File: src/rtl/ccct_pkg.sv
`timescale 1ns / 1ps
// Shared types, character codes and tag helper functions for the chat color code translator.
// No dependencies; every other file imports this package.
package ccct_pkg;

    // Fixed widths of the payload
    localparam int CHAR_W      = 16;
    localparam int VAL_W       = 7;
    localparam int CNT_W       = 4;
    localparam int QUEUE_DEPTH = 4;
    localparam int QUEUE_PTR_W = $clog2(QUEUE_DEPTH);
    localparam int QUEUE_CNT_W = $clog2(QUEUE_DEPTH + 1);

    // Configuration register indexes
    localparam int              CFG_IDX_W  = 1;
    localparam logic [CFG_IDX_W-1:0] REG_STRIP  = 1'b0;
    localparam logic [CFG_IDX_W-1:0] REG_DOUBLE = 1'b1;

    // Input control codes
    localparam logic [CHAR_W-1:0] CTL_BOLD    = 16'd2;
    localparam logic [CHAR_W-1:0] CTL_COLOR   = 16'd3;
    localparam logic [CHAR_W-1:0] CTL_RESET   = 16'd15;
    localparam logic [CHAR_W-1:0] CTL_ITALIC  = 16'd22;
    localparam logic [CHAR_W-1:0] CTL_UNDER   = 16'd31;
    localparam logic [CHAR_W-1:0] CTL_PERCENT = 16'd37;
    localparam logic [CHAR_W-1:0] CTL_COMMA   = 16'd44;
    localparam logic [CHAR_W-1:0] DIGIT_BELOW = 16'd47;
    localparam logic [CHAR_W-1:0] DIGIT_ABOVE = 16'd58;

    // Output characters of the tags
    localparam logic [7:0] CH_PERCENT = 8'd37;
    localparam logic [7:0] CH_COMMA   = 8'd44;
    localparam logic [7:0] CH_ZERO    = 8'd48;
    localparam logic [7:0] CH_B_LO    = "b";
    localparam logic [7:0] CH_B_UP    = "B";
    localparam logic [7:0] CH_C_LO    = "c";
    localparam logic [7:0] CH_C_UP    = "C";
    localparam logic [7:0] CH_F_LO    = "f";
    localparam logic [7:0] CH_F_UP    = "F";
    localparam logic [7:0] CH_I_LO    = "i";
    localparam logic [7:0] CH_I_UP    = "I";
    localparam logic [7:0] CH_U_LO    = "u";
    localparam logic [7:0] CH_U_UP    = "U";
    localparam logic [7:0] CH_R_LO    = "r";

    // Color value that is kept as is and gives the upper-case tag
    localparam logic [VAL_W-1:0] COLOR_KEEP = 7'd99;

    // Color parse phase
    typedef enum logic [2:0] {
        PH_TEXT  = 3'd0,
        PH_COLOR = 3'd1,
        PH_FORE1 = 3'd2,
        PH_FORE2 = 3'd3,
        PH_COMMA = 3'd4,
        PH_BACK1 = 3'd5
    } phase_t;

    // Color output segment ahead of or behind the text part
    typedef enum logic [2:0] {
        SEG_NONE       = 3'd0,
        SEG_CF         = 3'd1,
        SEG_FORE       = 3'd2,
        SEG_FORE_COMMA = 3'd3,
        SEG_FORE_BACK  = 3'd4
    } seg_kind_t;

    // Text part of an item
    typedef enum logic [1:0] {
        MID_NONE = 2'd0,
        MID_CHAR = 2'd1,
        MID_PCT  = 2'd2,
        MID_TAG  = 2'd3
    } mid_kind_t;

    // Classified item, front to back
    typedef struct packed {
        seg_kind_t         pre_kind;
        mid_kind_t         mid_kind;
        logic [CHAR_W-1:0] mid_char;
        seg_kind_t         flush_kind;
        logic [VAL_W-1:0]  fore_val;
        logic [VAL_W-1:0]  back_val;
    } entry_t;

    // Back-end status
    typedef struct packed {
        logic pop;
        logic emit;
    } back_stat_t;

    // Length of one color tag
    function automatic logic [2:0] tag_len(logic [VAL_W-1:0] v, logic strip);
        logic [2:0] len;
        if (strip) begin
            len = 3'd0;
        end else if (v == COLOR_KEEP) begin
            len = 3'd2;
        end else begin
            len = 3'd4;
        end
        return len;
    endfunction

    // Length of a color segment
    function automatic logic [CNT_W-1:0] seg_len(seg_kind_t k, logic [2:0] lf, logic [2:0] lb,
                                                 logic strip);
        logic [CNT_W-1:0] len;
        unique case (k)
            SEG_CF:         len = strip ? 4'd0 : 4'd4;
            SEG_FORE:       len = {1'b0, lf};
            SEG_FORE_COMMA: len = {1'b0, lf} + 4'd1;
            SEG_FORE_BACK:  len = {1'b0, lf} + {1'b0, lb};
            default:        len = 4'd0;
        endcase
        return len;
    endfunction

    // One character of a color tag: %xNN, or %X for the kept value
    function automatic logic [7:0] tag_unit(logic [VAL_W-1:0] v, logic [1:0] o,
                                            logic [7:0] lo, logic [7:0] up);
        logic [3:0] m;
        logic [3:0] ones;
        logic       tens;
        logic [7:0] ch;
        m    = v[3:0];
        tens = (m > 4'd9);
        ones = tens ? (m - 4'd10) : m;
        case (o)
            2'd0:    ch = CH_PERCENT;
            2'd1:    ch = (v == COLOR_KEEP) ? up : lo;
            2'd2:    ch = CH_ZERO + {7'b0, tens};
            default: ch = CH_ZERO + {4'b0, ones};
        endcase
        return ch;
    endfunction

    // One character of a color segment at offset o
    function automatic logic [7:0] seg_unit(seg_kind_t k, logic [CNT_W-1:0] o,
                                            logic [VAL_W-1:0] fv, logic [VAL_W-1:0] bv,
                                            logic [2:0] lf);
        logic [CNT_W-1:0] ob;
        logic [7:0]       ch;
        ob = o - {1'b0, lf};
        if (k == SEG_CF) begin
            case (o[1:0])
                2'd0:    ch = CH_PERCENT;
                2'd1:    ch = CH_C_UP;
                2'd2:    ch = CH_PERCENT;
                default: ch = CH_F_UP;
            endcase
        end else if (o < {1'b0, lf}) begin
            ch = tag_unit(fv, o[1:0], CH_C_LO, CH_C_UP);
        end else if (k == SEG_FORE_COMMA) begin
            ch = CH_COMMA;
        end else begin
            ch = tag_unit(bv, ob[1:0], CH_F_LO, CH_F_UP);
        end
        return ch;
    endfunction

endpackage

File: src/rtl/chat_color_code_translator_top.sv
`timescale 1ns / 1ps
// Top level of the chat color code translator: configuration registers, front end,
// item queue and back end. Uses ccct_pkg, ccct_front, ccct_queue and ccct_back.
//
// Translates a stream of chat characters into text with percent tags for bold, italics,
// underline, reset and color controls. An input item is taken in every cycle while the
// four-entry queue between the front end and the back end has room; the front end
// classifies it in the cycle it arrives. The back end drives one output character per
// cycle while m_tready accepts them, and an item that gives no results is still retired
// by it; the sustained rate is set by that single output port. An item gives up to twelve
// results; m_tlast marks the last one of an item. The user must write configuration through
// cfg_we/cfg_index/cfg_wdata only while the block is idle; the block does not enforce this.
module chat_color_code_translator_top import ccct_pkg::*; #(
    parameter int CHAR_BITS = 16
) (
    input  logic                 aclk,
    input  logic                 aresetn,
    // Input stream
    input  logic                 s_tvalid,
    output logic                 s_tready,
    input  logic [15:0]          s_tdata,   // [15:0] in_char
    input  logic                 s_tlast,   // in_last
    // Result stream
    output logic                 m_tvalid,
    input  logic                 m_tready,
    output logic [15:0]          m_tdata,   // [15:0] out_char
    output logic                 m_tlast,   // run_last
    // Configuration writes
    input  logic                 cfg_we,
    input  logic [CFG_IDX_W-1:0] cfg_index,
    input  logic                 cfg_wdata
);

    logic       strip_reg;
    logic       double_reg;
    logic       push;
    logic       q_full;
    logic       q_valid;
    entry_t     fe_entry;
    entry_t     q_head;
    back_stat_t bk_stat;

    // Configuration registers
    always_ff @(posedge aclk) begin
        if (!aresetn) begin
            strip_reg  <= 1'b0;
            double_reg <= 1'b1;
        end else if (cfg_we) begin
            unique case (cfg_index)
                REG_STRIP:  strip_reg  <= cfg_wdata;
                REG_DOUBLE: double_reg <= cfg_wdata;
                default:    strip_reg  <= strip_reg;
            endcase
        end
    end

    assign s_tready = !q_full;
    assign push     = s_tvalid && s_tready;

    ccct_front #(
        .CHAR_BITS (CHAR_BITS)
    ) u_front (
        .aclk    (aclk),
        .aresetn (aresetn),
        .push    (push),
        .in_char (s_tdata),
        .in_last (s_tlast),
        .entry   (fe_entry)
    );

    ccct_queue u_queue (
        .aclk     (aclk),
        .aresetn  (aresetn),
        .push     (push),
        .wr_entry (fe_entry),
        .pop      (bk_stat.pop),
        .rd_entry (q_head),
        .rd_valid (q_valid),
        .full     (q_full)
    );

    ccct_back u_back (
        .aclk           (aclk),
        .aresetn        (aresetn),
        .strip_tags     (strip_reg),
        .double_percent (double_reg),
        .head           (q_head),
        .head_valid     (q_valid),
        .stat           (bk_stat),
        .m_tvalid       (m_tvalid),
        .m_tready       (m_tready),
        .m_tdata        (m_tdata),
        .m_tlast        (m_tlast)
    );

    // The back end only retires an item that is in the queue
    a_pop_needs_item: assert property (@(posedge aclk) disable iff (!aresetn)
        bk_stat.pop |-> q_valid)
        else $error("queue popped while empty");

    // A stalled output character is never overwritten
    a_no_overwrite: assert property (@(posedge aclk) disable iff (!aresetn)
        (m_tvalid && !m_tready) |-> !bk_stat.emit)
        else $error("output register loaded while stalled");

    // A character loaded into the output register is presented next cycle
    a_emit_shows: assert property (@(posedge aclk) disable iff (!aresetn)
        bk_stat.emit |=> m_tvalid)
        else $error("loaded character not presented");

endmodule

File: src/rtl/ccct_front.sv
`timescale 1ns / 1ps
// Front end: tracks formatting flags and the color parse phase, and classifies each item
// into a queue entry (color segment, text part, end-of-message segment). Uses ccct_pkg.
module ccct_front import ccct_pkg::*; #(
    parameter int CHAR_BITS = 16
) (
    input  logic              aclk,
    input  logic              aresetn,
    input  logic              push,
    input  logic [CHAR_W-1:0] in_char,
    input  logic              in_last,
    output entry_t            entry
);

    localparam logic [CHAR_W-1:0] CHAR_MASK = CHAR_W'((32'd1 << CHAR_BITS) - 32'd1);

    phase_t           phase_reg, phase_next;
    logic             bold_reg, bold_next;
    logic             italic_reg, italic_next;
    logic             under_reg, under_next;
    logic [VAL_W-1:0] fore_reg, fore_next;
    logic [3:0]       back_reg, back_next;

    logic [CHAR_W-1:0] c;
    logic              is_digit;
    logic [3:0]        dval;
    logic [VAL_W-1:0]  fore_x10;
    logic [VAL_W-1:0]  back_x10;
    logic              do_plain;

    // Character decode
    assign c        = in_char & CHAR_MASK;
    assign is_digit = (c > DIGIT_BELOW) && (c < DIGIT_ABOVE);
    assign dval     = c[3:0];
    assign fore_x10 = (fore_reg << 3) + (fore_reg << 1);
    assign back_x10 = ({3'b0, back_reg} << 3) + ({3'b0, back_reg} << 1);

    // State registers
    always_ff @(posedge aclk) begin
        if (!aresetn) begin
            phase_reg  <= PH_TEXT;
            bold_reg   <= 1'b0;
            italic_reg <= 1'b0;
            under_reg  <= 1'b0;
            fore_reg   <= '0;
            back_reg   <= '0;
        end else if (push) begin
            phase_reg  <= phase_next;
            bold_reg   <= bold_next;
            italic_reg <= italic_next;
            under_reg  <= under_next;
            fore_reg   <= fore_next;
            back_reg   <= back_next;
        end
    end

    // Classification and next state
    always_comb begin
        phase_next  = phase_reg;
        bold_next   = bold_reg;
        italic_next = italic_reg;
        under_next  = under_reg;
        fore_next   = fore_reg;
        back_next   = back_reg;
        do_plain    = 1'b0;

        entry.pre_kind   = SEG_NONE;
        entry.mid_kind   = MID_NONE;
        entry.mid_char   = c;
        entry.flush_kind = SEG_NONE;
        entry.fore_val   = fore_reg;
        entry.back_val   = {3'b0, back_reg};

        // Color lookahead
        unique case (phase_reg)
            PH_COLOR: begin
                if (is_digit) begin
                    fore_next  = {3'b0, dval};
                    phase_next = PH_FORE1;
                end else begin
                    entry.pre_kind = SEG_CF;
                    phase_next     = PH_TEXT;
                    do_plain       = 1'b1;
                end
            end
            PH_FORE1: begin
                if (is_digit) begin
                    fore_next  = fore_x10 + {3'b0, dval};
                    phase_next = PH_FORE2;
                end else if (c == CTL_COMMA) begin
                    phase_next = PH_COMMA;
                end else begin
                    entry.pre_kind = SEG_FORE;
                    phase_next     = PH_TEXT;
                    do_plain       = 1'b1;
                end
            end
            PH_FORE2: begin
                if (c == CTL_COMMA) begin
                    phase_next = PH_COMMA;
                end else begin
                    entry.pre_kind = SEG_FORE;
                    phase_next     = PH_TEXT;
                    do_plain       = 1'b1;
                end
            end
            PH_COMMA: begin
                if (is_digit) begin
                    back_next  = dval;
                    phase_next = PH_BACK1;
                end else begin
                    entry.pre_kind = SEG_FORE_COMMA;
                    phase_next     = PH_TEXT;
                    do_plain       = 1'b1;
                end
            end
            PH_BACK1: begin
                entry.pre_kind = SEG_FORE_BACK;
                phase_next     = PH_TEXT;
                if (is_digit) begin
                    entry.back_val = back_x10 + {3'b0, dval};
                end else begin
                    do_plain = 1'b1;
                end
            end
            default: begin
                phase_next = PH_TEXT;
                do_plain   = 1'b1;
            end
        endcase

        // Ordinary text and formatting controls
        if (do_plain) begin
            unique case (c)
                CTL_PERCENT: entry.mid_kind = MID_PCT;
                CTL_BOLD: begin
                    entry.mid_kind = MID_TAG;
                    entry.mid_char = {8'h00, bold_reg ? CH_B_UP : CH_B_LO};
                    bold_next      = !bold_reg;
                end
                CTL_RESET: begin
                    entry.mid_kind = MID_TAG;
                    entry.mid_char = {8'h00, CH_R_LO};
                    bold_next      = 1'b0;
                    under_next     = 1'b0;
                end
                CTL_ITALIC: begin
                    entry.mid_kind = MID_TAG;
                    entry.mid_char = {8'h00, italic_reg ? CH_I_UP : CH_I_LO};
                    italic_next    = !italic_reg;
                end
                CTL_UNDER: begin
                    entry.mid_kind = MID_TAG;
                    entry.mid_char = {8'h00, under_reg ? CH_U_UP : CH_U_LO};
                    under_next     = !under_reg;
                end
                CTL_COLOR: phase_next = PH_COLOR;
                default:   entry.mid_kind = MID_CHAR;
            endcase
        end

        // End of message: flush pending color and clear everything
        if (in_last) begin
            unique case (phase_next) inside
                PH_COLOR: entry.flush_kind = SEG_CF;
                PH_FORE1, PH_FORE2: begin
                    entry.flush_kind = SEG_FORE;
                    entry.fore_val   = fore_next;
                end
                PH_COMMA: begin
                    entry.flush_kind = SEG_FORE_COMMA;
                    entry.fore_val   = fore_next;
                end
                PH_BACK1: begin
                    entry.flush_kind = SEG_FORE_BACK;
                    entry.fore_val   = fore_next;
                    entry.back_val   = {3'b0, back_next};
                end
                default: entry.flush_kind = SEG_NONE;
            endcase
            phase_next  = PH_TEXT;
            bold_next   = 1'b0;
            italic_next = 1'b0;
            under_next  = 1'b0;
            fore_next   = '0;
            back_next   = '0;
        end
    end

endmodule

File: src/rtl/ccct_queue.sv
`timescale 1ns / 1ps
// Short FIFO of classified items between the front and back ends.
// Uses entry_t and depth constants from ccct_pkg.
module ccct_queue import ccct_pkg::*; (
    input  logic   aclk,
    input  logic   aresetn,
    input  logic   push,
    input  entry_t wr_entry,
    input  logic   pop,
    output entry_t rd_entry,
    output logic   rd_valid,
    output logic   full
);

    entry_t                 slots_reg [QUEUE_DEPTH];
    logic [QUEUE_PTR_W-1:0] wr_ptr_reg;
    logic [QUEUE_PTR_W-1:0] rd_ptr_reg;
    logic [QUEUE_CNT_W-1:0] count_reg;

    assign rd_valid = (count_reg != '0);
    assign full     = (count_reg == QUEUE_CNT_W'(QUEUE_DEPTH));
    assign rd_entry = slots_reg[rd_ptr_reg];

    // Storage
    always_ff @(posedge aclk) begin
        if (push) begin
            slots_reg[wr_ptr_reg] <= wr_entry;
        end
    end

    // Pointers and fill level
    always_ff @(posedge aclk) begin
        if (!aresetn) begin
            wr_ptr_reg <= '0;
            rd_ptr_reg <= '0;
            count_reg  <= '0;
        end else begin
            if (push) begin
                wr_ptr_reg <= wr_ptr_reg + 1'b1;
            end
            if (pop) begin
                rd_ptr_reg <= rd_ptr_reg + 1'b1;
            end
            case ({push, pop})
                2'b10:   count_reg <= count_reg + 1'b1;
                2'b01:   count_reg <= count_reg - 1'b1;
                default: count_reg <= count_reg;
            endcase
        end
    end

endmodule

File: src/rtl/ccct_back.sv
`timescale 1ns / 1ps
// Back end: expands the queue head into output characters, one per cycle while m_tready
// accepts them, into an output register. Uses the tag helper functions and types of ccct_pkg.
module ccct_back import ccct_pkg::*; (
    input  logic              aclk,
    input  logic              aresetn,
    input  logic              strip_tags,
    input  logic              double_percent,
    input  entry_t            head,
    input  logic              head_valid,
    output back_stat_t        stat,
    output logic              m_tvalid,
    input  logic              m_tready,
    output logic [CHAR_W-1:0] m_tdata,
    output logic              m_tlast
);

    logic [CNT_W-1:0]  idx_reg, idx_next;
    logic              out_valid_reg, out_valid_next;
    logic [CHAR_W-1:0] out_char_reg;
    logic              out_last_reg;

    logic [2:0]        len_fore;
    logic [2:0]        len_back;
    logic [CNT_W-1:0]  len_pre;
    logic [CNT_W-1:0]  len_mid;
    logic [CNT_W-1:0]  len_flush;
    logic [CNT_W-1:0]  len_total;
    logic [CNT_W-1:0]  pre_mid;
    logic [CNT_W-1:0]  off_mid;
    logic [CNT_W-1:0]  off_flush;
    logic [CHAR_W-1:0] unit;
    logic              last_unit;
    logic              load;
    logic              pop;

    // Segment lengths of the head item
    always_comb begin
        len_fore  = tag_len(head.fore_val, strip_tags);
        len_back  = tag_len(head.back_val, strip_tags);
        len_pre   = seg_len(head.pre_kind, len_fore, len_back, strip_tags);
        len_flush = seg_len(head.flush_kind, len_fore, len_back, strip_tags);
        case (head.mid_kind)
            MID_CHAR: len_mid = 4'd1;
            MID_PCT:  len_mid = double_percent ? 4'd2 : 4'd1;
            MID_TAG:  len_mid = strip_tags ? 4'd0 : 4'd2;
            default:  len_mid = 4'd0;
        endcase
        pre_mid   = len_pre + len_mid;
        len_total = pre_mid + len_flush;
        off_mid   = idx_reg - len_pre;
        off_flush = idx_reg - pre_mid;
    end

    // Character at the current position
    always_comb begin
        if (idx_reg < len_pre) begin
            unit = {8'h00, seg_unit(head.pre_kind, idx_reg, head.fore_val, head.back_val,
                                    len_fore)};
        end else if (idx_reg < pre_mid) begin
            case (head.mid_kind)
                MID_CHAR: unit = head.mid_char;
                MID_TAG:  unit = (off_mid == '0) ? {8'h00, CH_PERCENT} : head.mid_char;
                default:  unit = {8'h00, CH_PERCENT};
            endcase
        end else begin
            unit = {8'h00, seg_unit(head.flush_kind, off_flush, head.fore_val, head.back_val,
                                    len_fore)};
        end
    end

    // Emit and pop control
    always_comb begin
        last_unit      = (idx_reg == len_total - 4'd1);
        load           = head_valid && (len_total != '0) && (!out_valid_reg || m_tready);
        pop            = head_valid && ((len_total == '0) || (load && last_unit));
        idx_next       = pop ? '0 : (load ? idx_reg + 4'd1 : idx_reg);
        out_valid_next = load ? 1'b1 : (m_tready ? 1'b0 : out_valid_reg);
    end

    always_ff @(posedge aclk) begin
        if (!aresetn) begin
            idx_reg       <= '0;
            out_valid_reg <= 1'b0;
        end else begin
            idx_reg       <= idx_next;
            out_valid_reg <= out_valid_next;
        end
    end

    // Output payload
    always_ff @(posedge aclk) begin
        if (load) begin
            out_char_reg <= unit;
            out_last_reg <= last_unit;
        end
    end

    assign stat.pop  = pop;
    assign stat.emit = load;
    assign m_tvalid  = out_valid_reg;
    assign m_tdata   = out_char_reg;
    assign m_tlast   = out_last_reg;

endmodule
File: config.mk
export PLATFORM = sky130hd
export DESIGN_NAME = chat_color_code_translator_top
export DESIGN_NICKNAME = d
export VERILOG_FILES = /design/src/rtl/ccct_pkg.sv /design/src/rtl/chat_color_code_translator_top.sv /design/src/rtl/ccct_front.sv /design/src/rtl/ccct_queue.sv /design/src/rtl/ccct_back.sv
export SDC_FILE = /design/constraint.sdc
export NUM_CORES = 1
export LEC_CHECK = 0
export ABC_AREA = 0
export BUFFER_PORTS_ARGS = -buffer_cell sky130_fd_sc_hd__clkbuf_2
export CAP_MARGIN = 15
export CELL_PAD_IN_SITES_DETAIL_PLACEMENT = 2
export CELL_PAD_IN_SITES_GLOBAL_PLACEMENT = 2
export CORE_ASPECT_RATIO = 0.8
export CORE_MARGIN = 5
export CORE_UTILIZATION = 47
export DETAILED_ROUTE_END_ITERATION = 10
export PLACE_DENSITY = 0.82
export REMOVE_ABC_BUFFERS = 1
export SYNTH_ARGS = -nofsm -noshare
export SYNTH_HDL_FRONTEND = slang
export SYNTH_SLANG_ARGS = --single-unit
File: constraint.sdc
create_clock -name aclk -period 15.5 [get_ports aclk]
set_input_delay 4.65 -clock aclk [delete_from_list [all_inputs] [get_ports aclk]]
set_output_delay 4.65 -clock aclk [all_outputs]
set_load 0.01 [all_outputs]
==> impl_metrics.toml, run 1 <==
[outcome]
run_status = "complete, no violations"

[drt]
via_count = 7652
drt_first_iter_violations = 585
routed_wirelength_um = 35070
number_of_nets_still_failing_antenna_checks_after_routing = 0
vias_per_cell = 6.377
detail_route.drc_violations = 0
first_pass_iters = 6
avgRoutedWirePerCell_um = 29.22

[pwr]
power.share.combinational_pct = 43.7
internal_power_mw = 1.320
p_sw_mw = 0.8975
switching_share_pct = 40.47
power_leakage_nw = 4.220
vdd_ir_drop_max_mv = 0.09048
pwr-share-seq_pct = 33.2
power-per-cell-area_nw_per_um2 = 188.6
power_frac_clock_pct = 23.1

[global_routing]
globalRouteMet1Util_pct = 32.99
grt.met2_usage_pct = 48.89
busiest_layer = "met2"
grt_start_max_net_pins = 44
global_route.usage.met3_pct = 4.391
grtUsageTotal_pct = 27.49
global_route.overflow_total = 0
via_count_of_the_first_global_routing_pass = 8564
grt_pass1_wl_um = 52880
antenna_violations_before_repair = 0

[setup_path]
timing.critical_path.buf_inv = 1
crit_family = "simple AND/OR/NAND/NOR gates"
crit_path_top_delay_cell = "or3_1"
crit_path_max_incr_delay_ns = 0.61
timing.critical_path.cells = "clkbuf_2 > nor4_1 > nand4_1 > or3_1 > nor2_1 > o21a_1 > nand2b_1 > mux2_2"
timing.critical_path.required_ns = 15.75
crit_path_max_fanout = 8
criticalPathCategory = "primary input to flip-flop"
crit_path_start_kind = "primary input"
critPathCaptureType = "flip-flop"
critPathArrivalTime_ns = 7.92

[floorplan]
design.die.area_um2 = 25770
die_height_um = 144.6
starting_utilization_of_the_core_area_pct = 47.55
pin_count = 43
core_region_area_um2 = 22380
die_w_um = 178.2
floorplan.rows = 49

[final_layout]
synthToLayoutAreaGrowth_pct = 10.50
n_antenna_cell = 0
largest_register_ff_count = 152
finish.net_count = 958
final_util_pct = 52.54
layout.cells.most_common_list = "169 x edfxtp_1, 63 x nor2_1, 47 x ha_1"
post_route_insts_no_fill = 1200
post_route_cells_drive_above_1_share_pct = 16.55
final_common_cell = "edfxtp_1"
multi_input_comb_area_um2 = 4564
nFillCells = 2146
register_area_um2 = 5738

[logic_synthesis]
syn_inst = 856
netlist_area_pre_place_um2 = 10640
synth-async-reset-ratio_pct = 0
synth-edff-count = 169
postSynthAreaPerCell_um2 = 12.43
yosys_most_used_dff = "edfxtp_1"
netlist-cell-type-count = 77
synth.ff_latch_count = 202
synth-seq-area-share_pct = 53.90
synthesis_warnings = 0

[sta]
period_minus_slack_ns = 7.671
period_share_pct = 49.49
report.final.slew_viol_count = 0
setup_violations = 0
finClkSkew_ns = 0.01255
fin_worst_hold_slack_ns = 0.5095
slew_headroom_pct = 19.34
tightestPinTransition_ns = 1.210
hold_violations = 0
timing.setup.tns_ns = 0
setup_repair_after_global_routing_missed_its_margin = "no"
achievable_frequency_mhz = 130.4

[clock_network]
cts-root-to-sink-buffers = 3
cts_sinks = 202
number_of_levels_in_the_clock_h_tree = 1
clock_buffer_count_from_cts = 22
clk-insertion-delay-late_ns = 0.52
setup_bufs_post_cts = 0
tritoncts_clock_tree = "done"
cts.reportedPaths.clkPinSlew_ns = 0.06
cts.hold.buffers_added = 0
ctsRootBufferMaster = "clkbuf_16"
ctsResizeCount = 0

[placement]
finalWeightedCongestion = 0.9013
placed_cells = 1159
placement.io_buffers = 42
dpl.hpwl_um = 23720

[run]
max_cap_viol_count = 0

[hold_path]
worstHoldPathType = "flip-flop to flip-flop"
stage by stage:
stage          worst slack, ns  cell area [um2]  total power [mW]
2_1_floorplan            8.435            10440             1.349
3_3_place_gp             7.701            11070             1.587
3_5_place_dp             7.421            11070             1.687
4_1_cts                  7.882            11750             2.217
5_1_grt                  7.593            11760             2.316
6_report                 7.829            11760             2.218
layer usage:
metal | vias to the layer above | routed length, um
met1 | 3973 | 14130
li1 | 3287 | -
met2 | 288 | 17600
met4 | 0 | 1695
met5 | - | 0
met3 | 104 | 1639
cells by family after synthesis:
logic type	count (synthesis)	synth area share, %
flip-flops	202	53.90
multiplexers	50	8.455
XOR/XNOR	26	2.281
adder cells (fa/ha/maj)	56	7.220
AO/OA/AOI/OAI	179	11.42
AND/OR/NAND/NOR	256	13.45
buffers and inverters	87	3.269
area by class of cell:
cell class                      instances  share of cell area [%]
Inverter                               38                   1.213
Tap cell                              306                   3.256
Timing Repair Buffer                   47                   2.107
Multi-Input combinational cell        567                   38.82
Clock inverter                         14                  0.8088
Sequential cell                       202                   48.80
Clock buffer                           26                   4.991
cells in the mapped netlist (17+ instances only):
cell type	count	area (um2)
edfxtp_1	169	5075
nor2_1	63	236.5
ha_1	47	588.1
a21oi_1	44	220.2
clkbuf_1	39	146.4
inv_1	37	138.9
nor2b_1	37	231.5
nand2_1	35	131.4
o21ai_0	34	170.2
dfxtp_1	33	660.6
mux4_2	31	698.2
nand3_1	22	110.1
nor3_1	17	85.08
xnor2_1	17	148.9
path summary, 6_finish.rpt:
kind	start	endpoint	slack, ns	cells after the start
max	s_tdata[9]	u_queue.slots_reg[2][10]	7.83	8
min	double_reg	double_reg	0.51	2
max reg2reg	flip-flop	u_queue.count_reg[2]	7.99	25
min reg2reg	double_reg	double_reg	0.51	2
worst reg2reg max path: cells and delay by family, from the launching register on:
kind,cells,cell delay [ns]
AO/OA/AOI/OAI,6,1.19
XOR/XNOR,5,1.19
flip-flops,1,0.33
adder cells (fa/ha/maj),5,1.78
multiplexers,1,0.74
AND/OR/NAND/NOR,6,1.49
buffers and inverters,2,0.70
power groups by stage:
stage                     registers (mW)  clock network (mW)  logic (mW)
after floorplan                    0.759                   0       0.590
after global placement             0.733                   0       0.853
after detailed placement           0.747                   0       0.940
after CTS                          0.738               0.518       0.962
after global routing               0.742               0.544        1.03
final                              0.736               0.512       0.969
Note: power is estimated with default switching activity, not from simulation.
==> run 2, diff against run 1 <==
- CORE_UTILIZATION: 47 -> 44
- PLACE_DENSITY: 0.82 -> 0.78
- clock period: 15.5 -> 7.8 ns (I/O delays scaled with it)
==> run 2 against run 1 <==
- wire length increased by 1.2%
- largest power group unchanged
- largest cell class unchanged
- highest routed layer unchanged
- combinational power increased by 100%
- total power increased by 110%
- critical path depth increased by 13
==> impl_metrics.toml, run 2 (synthesis results as in run 1) <==
[floorplan]
die_height_um = 149.1
pin_count = 43
die_w_um = 183.9
starting_utilization_of_the_core_area_pct = 45.11
core_region_area_um2 = 23590
floorplan.rows = 50
design.die.area_um2 = 27410

[placement]
dpl.hpwl_um = 24530
placement.io_buffers = 42
finalWeightedCongestion = 0.8946

[final_layout]
final_common_cell = "edfxtp_1"
finish.net_count = 958
largest_register_ff_count = 152
layout.cells.most_common_list = "169 x edfxtp_1, 63 x nor2_1, 47 x ha_1"
n_antenna_cell = 0
post_route_cells_drive_above_1_share_pct = 16.87
synthToLayoutAreaGrowth_pct = 11.62

[sta]
period_minus_slack_ns = 7.180
period_share_pct = 92.06
slew_headroom_pct = 22.58
achievable_frequency_mhz = 139.3
hold_violations = 0
tightestPinTransition_ns = 1.149
fin_worst_hold_slack_ns = 0.5017
report.final.slew_viol_count = 0
setup_repair_after_global_routing_missed_its_margin = "no"
finClkSkew_ns = 0.01181
timing.setup.tns_ns = 0
setup_violations = 0

[drt]
number_of_nets_still_failing_antenna_checks_after_routing = 0
via_count = 7630
first_pass_iters = 5
routed_wirelength_um = 35470
drt_first_iter_violations = 514
vias_per_cell = 6.321
avgRoutedWirePerCell_um = 29.39
detail_route.drc_violations = 0

[hold_path]
min-delay-start = "u_front.under_reg"
worstHoldPathType = "flip-flop to flip-flop"
timing.hold.worst_endpoint = "u_front.under_reg"
hold_depth = 2

[clock_network]
cts_sinks = 202
number_of_levels_in_the_clock_h_tree = 1
cts-root-to-sink-buffers = 3
ctsResizeCount = 0
cts.hold.buffers_added = 0
clk-insertion-delay-late_ns = 0.51
cts.reportedPaths.clkPinSlew_ns = 0.06
setup_bufs_post_cts = 0
tritoncts_clock_tree = "done"
clock_buffer_count_from_cts = 23
ctsRootBufferMaster = "clkbuf_16"

[pwr]
power-per-cell-area_nw_per_um2 = 389.1
vdd_ir_drop_max_mv = 0.1487
power_leakage_nw = 4.267

[setup_path]
critPathArrivalTime_ns = 7.62
crit_path_start_kind = "flip-flop"
critPathCaptureType = "flip-flop"
timing.critical_path.required_ns = 8.24
criticalPathCategory = "flip-flop to flip-flop"
crit-reg2reg-capture = "u_queue.count_reg[2]"
crit_path_max_fanout = 43
worst_r2r_path_depth = 21
setup.reg_to_reg.worst_slack_ns = 0.62

[global_routing]
grtUsageTotal_pct = 26.05
via_count_of_the_first_global_routing_pass = 8483
global_route.overflow_total = 0
grt_pass1_wl_um = 53850
antenna_violations_before_repair = 0
grt_start_max_net_pins = 44

[run]
max_cap_viol_count = 0

[outcome]
run_status = "complete, no violations"
## run 2: metal layers
layer  vias up  GRT usage [%]  part of all wire (%)
met2       287          44.13                    49
met1      3933          32.70                    40
met3       112          4.754                   5.6
li1       3298              -                     -
met5         -              0                     0
met4         0          11.60                   5.3
## run 2: worst max-delay path by stage
stage	end	slack, ns	depth (start not counted)
2_1_floorplan	u_queue.count_reg[2]	0.74	21
3_3_place_gp	u_queue.count_reg[2]	1.18	22
3_5_place_dp	u_queue.count_reg[2]	0.62	21
4_1_cts	u_queue.count_reg[2]	0.59	21
5_1_grt	u_queue.count_reg[2]	0.20	21
6_report	u_queue.count_reg[2]	0.62	21
## run 2: report_power, final
| group | total (mW) | internal (mW) | switching (mW) |
|---|---|---|---|
| combinational | 1.95 | 0.672 | 1.28 |
| sequential | 1.50 | 1.39 | 0.115 |
| clock | 1.17 | 0.707 | 0.462 |
## run 2: worst max-delay path, stage by stage (launching register included)
cell and delay [ns]:
dfxtp_2 1.04, mux4_2 0.53, nor2b_4 0.20, o2111ai_4 0.22, nor2_1 0.39, ha_1 0.34, a22oi_1 0.24, inv_1 0.13
fa_1 0.66, ha_1 0.27, a21o_1 0.17, a21oi_1 0.25, xnor2_2 0.17, nand3_1 0.13, a21oi_1 0.06, nor2_1 0.72
a21oi_1 0.19, ha_1 0.29, fa_1 0.44, xnor2_1 0.16, or3_1 0.32, a21boi_0 0.17
## run 2: final cells by class
class                      instances  area [um2]
clock buffer                      25       583.1
clock inverter                    17       217.7
multi-input combinational        567        4564
fill                            2247       11710
tap                              312       390.4
sequential                       202        5738
inverter                          38       142.6
timing repair buffer              46       240.2
## run 2: stage by stage
stage	setup WS [ns]	util, %	power [mW]	area [um2]	std cells
after floorplan	0.7353	-	2.681	10440	807
after global placement	1.184	46.96	3.184	11080	1165
after detailed placement	0.6202	46.96	3.378	11080	1165
after CTS	0.5869	50.36	4.618	11880	1207
after global routing	0.1994	50.36	4.814	11880	1207
final	0.6195	50.36	4.621	11880	1207
==> run 3, diff against run 2 <==
- CELL_PAD_IN_SITES_DETAIL_PLACEMENT: 2 -> 0
- CELL_PAD_IN_SITES_GLOBAL_PLACEMENT: 2 -> 1
- CORE_UTILIZATION: 44 -> 51
- PLACE_DENSITY: 0.78 -> 0.77
==> run 3 against run 2 <==
- non-clock buffer count increased by 1
- hold slack got worse by 0.016 ns
- combinational power decreased by 12%
- register-to-register slack improved by 0.39 ns
- utilization increased by 6.4 points
- largest power group unchanged
- count of clock-buffer cells in the layout decreased by 2
==> impl_metrics.toml, run 3 (synthesis results as in run 1) <==
[hold_path]
worstHoldPathType = "flip-flop to flip-flop"

[floorplan]
die_height_um = 139.2
pin_count = 43
starting_utilization_of_the_core_area_pct = 51.70
die_w_um = 171.5
design.die.area_um2 = 23870
core_region_area_um2 = 20580
floorplan.rows = 47

[setup_path]
crit_path_start_kind = "flip-flop"
critPathCaptureType = "flip-flop"
criticalPathCategory = "flip-flop to flip-flop"
crit_path_max_fanout = 33
timing.critical_path.required_ns = 8.20
critPathArrivalTime_ns = 7.19

[drt]
number_of_nets_still_failing_antenna_checks_after_routing = 0
detail_route.drc_violations = 0
routed_wirelength_um = 24040
vias_per_cell = 6.028
first_pass_iters = 6
via_count = 6986
avgRoutedWirePerCell_um = 20.74
drt_first_iter_violations = 524

[clock_network]
cts.hold.buffers_added = 0
cts-root-to-sink-buffers = 3
ctsRootBufferMaster = "clkbuf_16"
clock_buffer_count_from_cts = 21
cts_sinks = 202
number_of_levels_in_the_clock_h_tree = 1
setup_bufs_post_cts = 0
ctsResizeCount = 0
cts.reportedPaths.clkPinSlew_ns = 0.06
clk-insertion-delay-late_ns = 0.49
tritoncts_clock_tree = "done"

[sta]
slew_headroom_pct = 31.91
achievable_frequency_mhz = 147.3
tightestPinTransition_ns = 1.021
report.final.slew_viol_count = 0
layout_setup_ws_ns = 1.012
period_minus_slack_ns = 6.788
setup_violations = 0
finClkSkew_ns = 0.01691
timing.setup.tns_ns = 0
setup_repair_after_global_routing_missed_its_margin = "no"
hold_violations = 0
fin_worst_hold_slack_ns = 0.4859
period_share_pct = 87.03

[final_layout]
layout.cells.most_common_list = "169 x edfxtp_1, 63 x nor2_1, 47 x ha_1"
post_route_insts_no_fill = 1159
synthToLayoutAreaGrowth_pct = 9.878
finish.net_count = 957
final_common_cell = "edfxtp_1"
largest_register_ff_count = 152
n_antenna_cell = 0
post_route_cells_drive_above_1_share_pct = 16.18

[global_routing]
antenna_violations_before_repair = 1
grt_start_max_net_pins = 39
grtUsageTotal_pct = 20.54
global_route.overflow_total = 0
via_count_of_the_first_global_routing_pass = 6963
grt_pass1_wl_um = 38630

[pwr]
fin_total_pwr_mw = 4.133
power-per-cell-area_nw_per_um2 = 353.5
vdd_ir_drop_max_mv = 0.2443
power_leakage_nw = 4.209

[placement]
finalWeightedCongestion = 0.9052
dpl.hpwl_um = 17150
placement.io_buffers = 42
place_worst_setup_slack_ns = 1.009
placed_cells = 1123

[outcome]
run_status = "complete, no violations"

[run]
max_cap_viol_count = 0
-- run 3: changes by cell type in the layout (fill, tap and decap cells not counted), sizes merged --
cell,previous run,this run
buf,4,5
bufinv,5,2
clkbuf,67,65
clkinvlp,3,1
inv,39,40
-- run 3: metrics by stage --
step           cell area, um2  utilization (%)
2_1_floorplan           10440                -
3_3_place_gp            11030            53.57
3_5_place_dp            11030            53.57
4_1_cts                 11690            56.80
5_1_grt                 11690            56.80
6_report                11690            56.80
-- run 3: layer usage --
layer | up-vias | GRT usage, % | routed length (um)
met5 | - | 0 | 0
li1 | 3294 | - | -
met2 | 226 | 31.41 | 10930
met3 | 37 | 2.992 | 1451
met1 | 3429 | 31.42 | 11210
met4 | 0 | 4.419 | 441
-- run 3: final timing paths --
check / startpoint / endpoint / cells after the start / slack, ns
setup / recovery: flip-flop / u_queue.count_reg[2] / 22 / 1.01
hold / removal: double_reg / double_reg / 2 / 0.49
setup reg to reg: flip-flop / u_queue.count_reg[2] / 22 / 1.01
hold reg to reg: double_reg / double_reg / 2 / 0.49
-- run 3: cell type report --
class | count | area [um2]
clock buffers | 23 | 533.0
clock inverters | 13 | 132.6
well taps | 269 | 336.6
multi-input cells | 567 | 4562
repair buffers | 47 | 247.7
flip-flops and latches | 202 | 5737
inverters | 38 | 142.6
fillers | 1717 | 8891
-- run 3: worst max-delay path, cell delays in order, from the launching register on --
cell and delay, ns:
dfxtp_2 0.50, buf_4 0.56, mux4_2 0.63, nor2b_1 0.17
nand4_1 0.22, nor2_1 0.08, ha_1 0.31, a22oi_1 0.26
inv_1 0.12, fa_1 0.63, ha_1 0.25, a21o_1 0.16
a21oi_1 0.25, xnor2_2 0.18, nand3_1 0.13, a21oi_1 0.06
nor2_1 0.62, a21oi_1 0.16, ha_1 0.28, fa_1 0.47
xnor2_1 0.17, or3_1 0.31, a21boi_0 0.18
-- run 3: report_power, final --
group          switching [mW]  total (mW)  internal [mW]  leakage [nW]
Combinational            1.06        1.72          0.661          2.00
Clock                   0.403       0.967          0.564         0.324
Sequential             0.0674        1.45           1.38          1.88
Total                    1.53        4.13           2.61          4.21
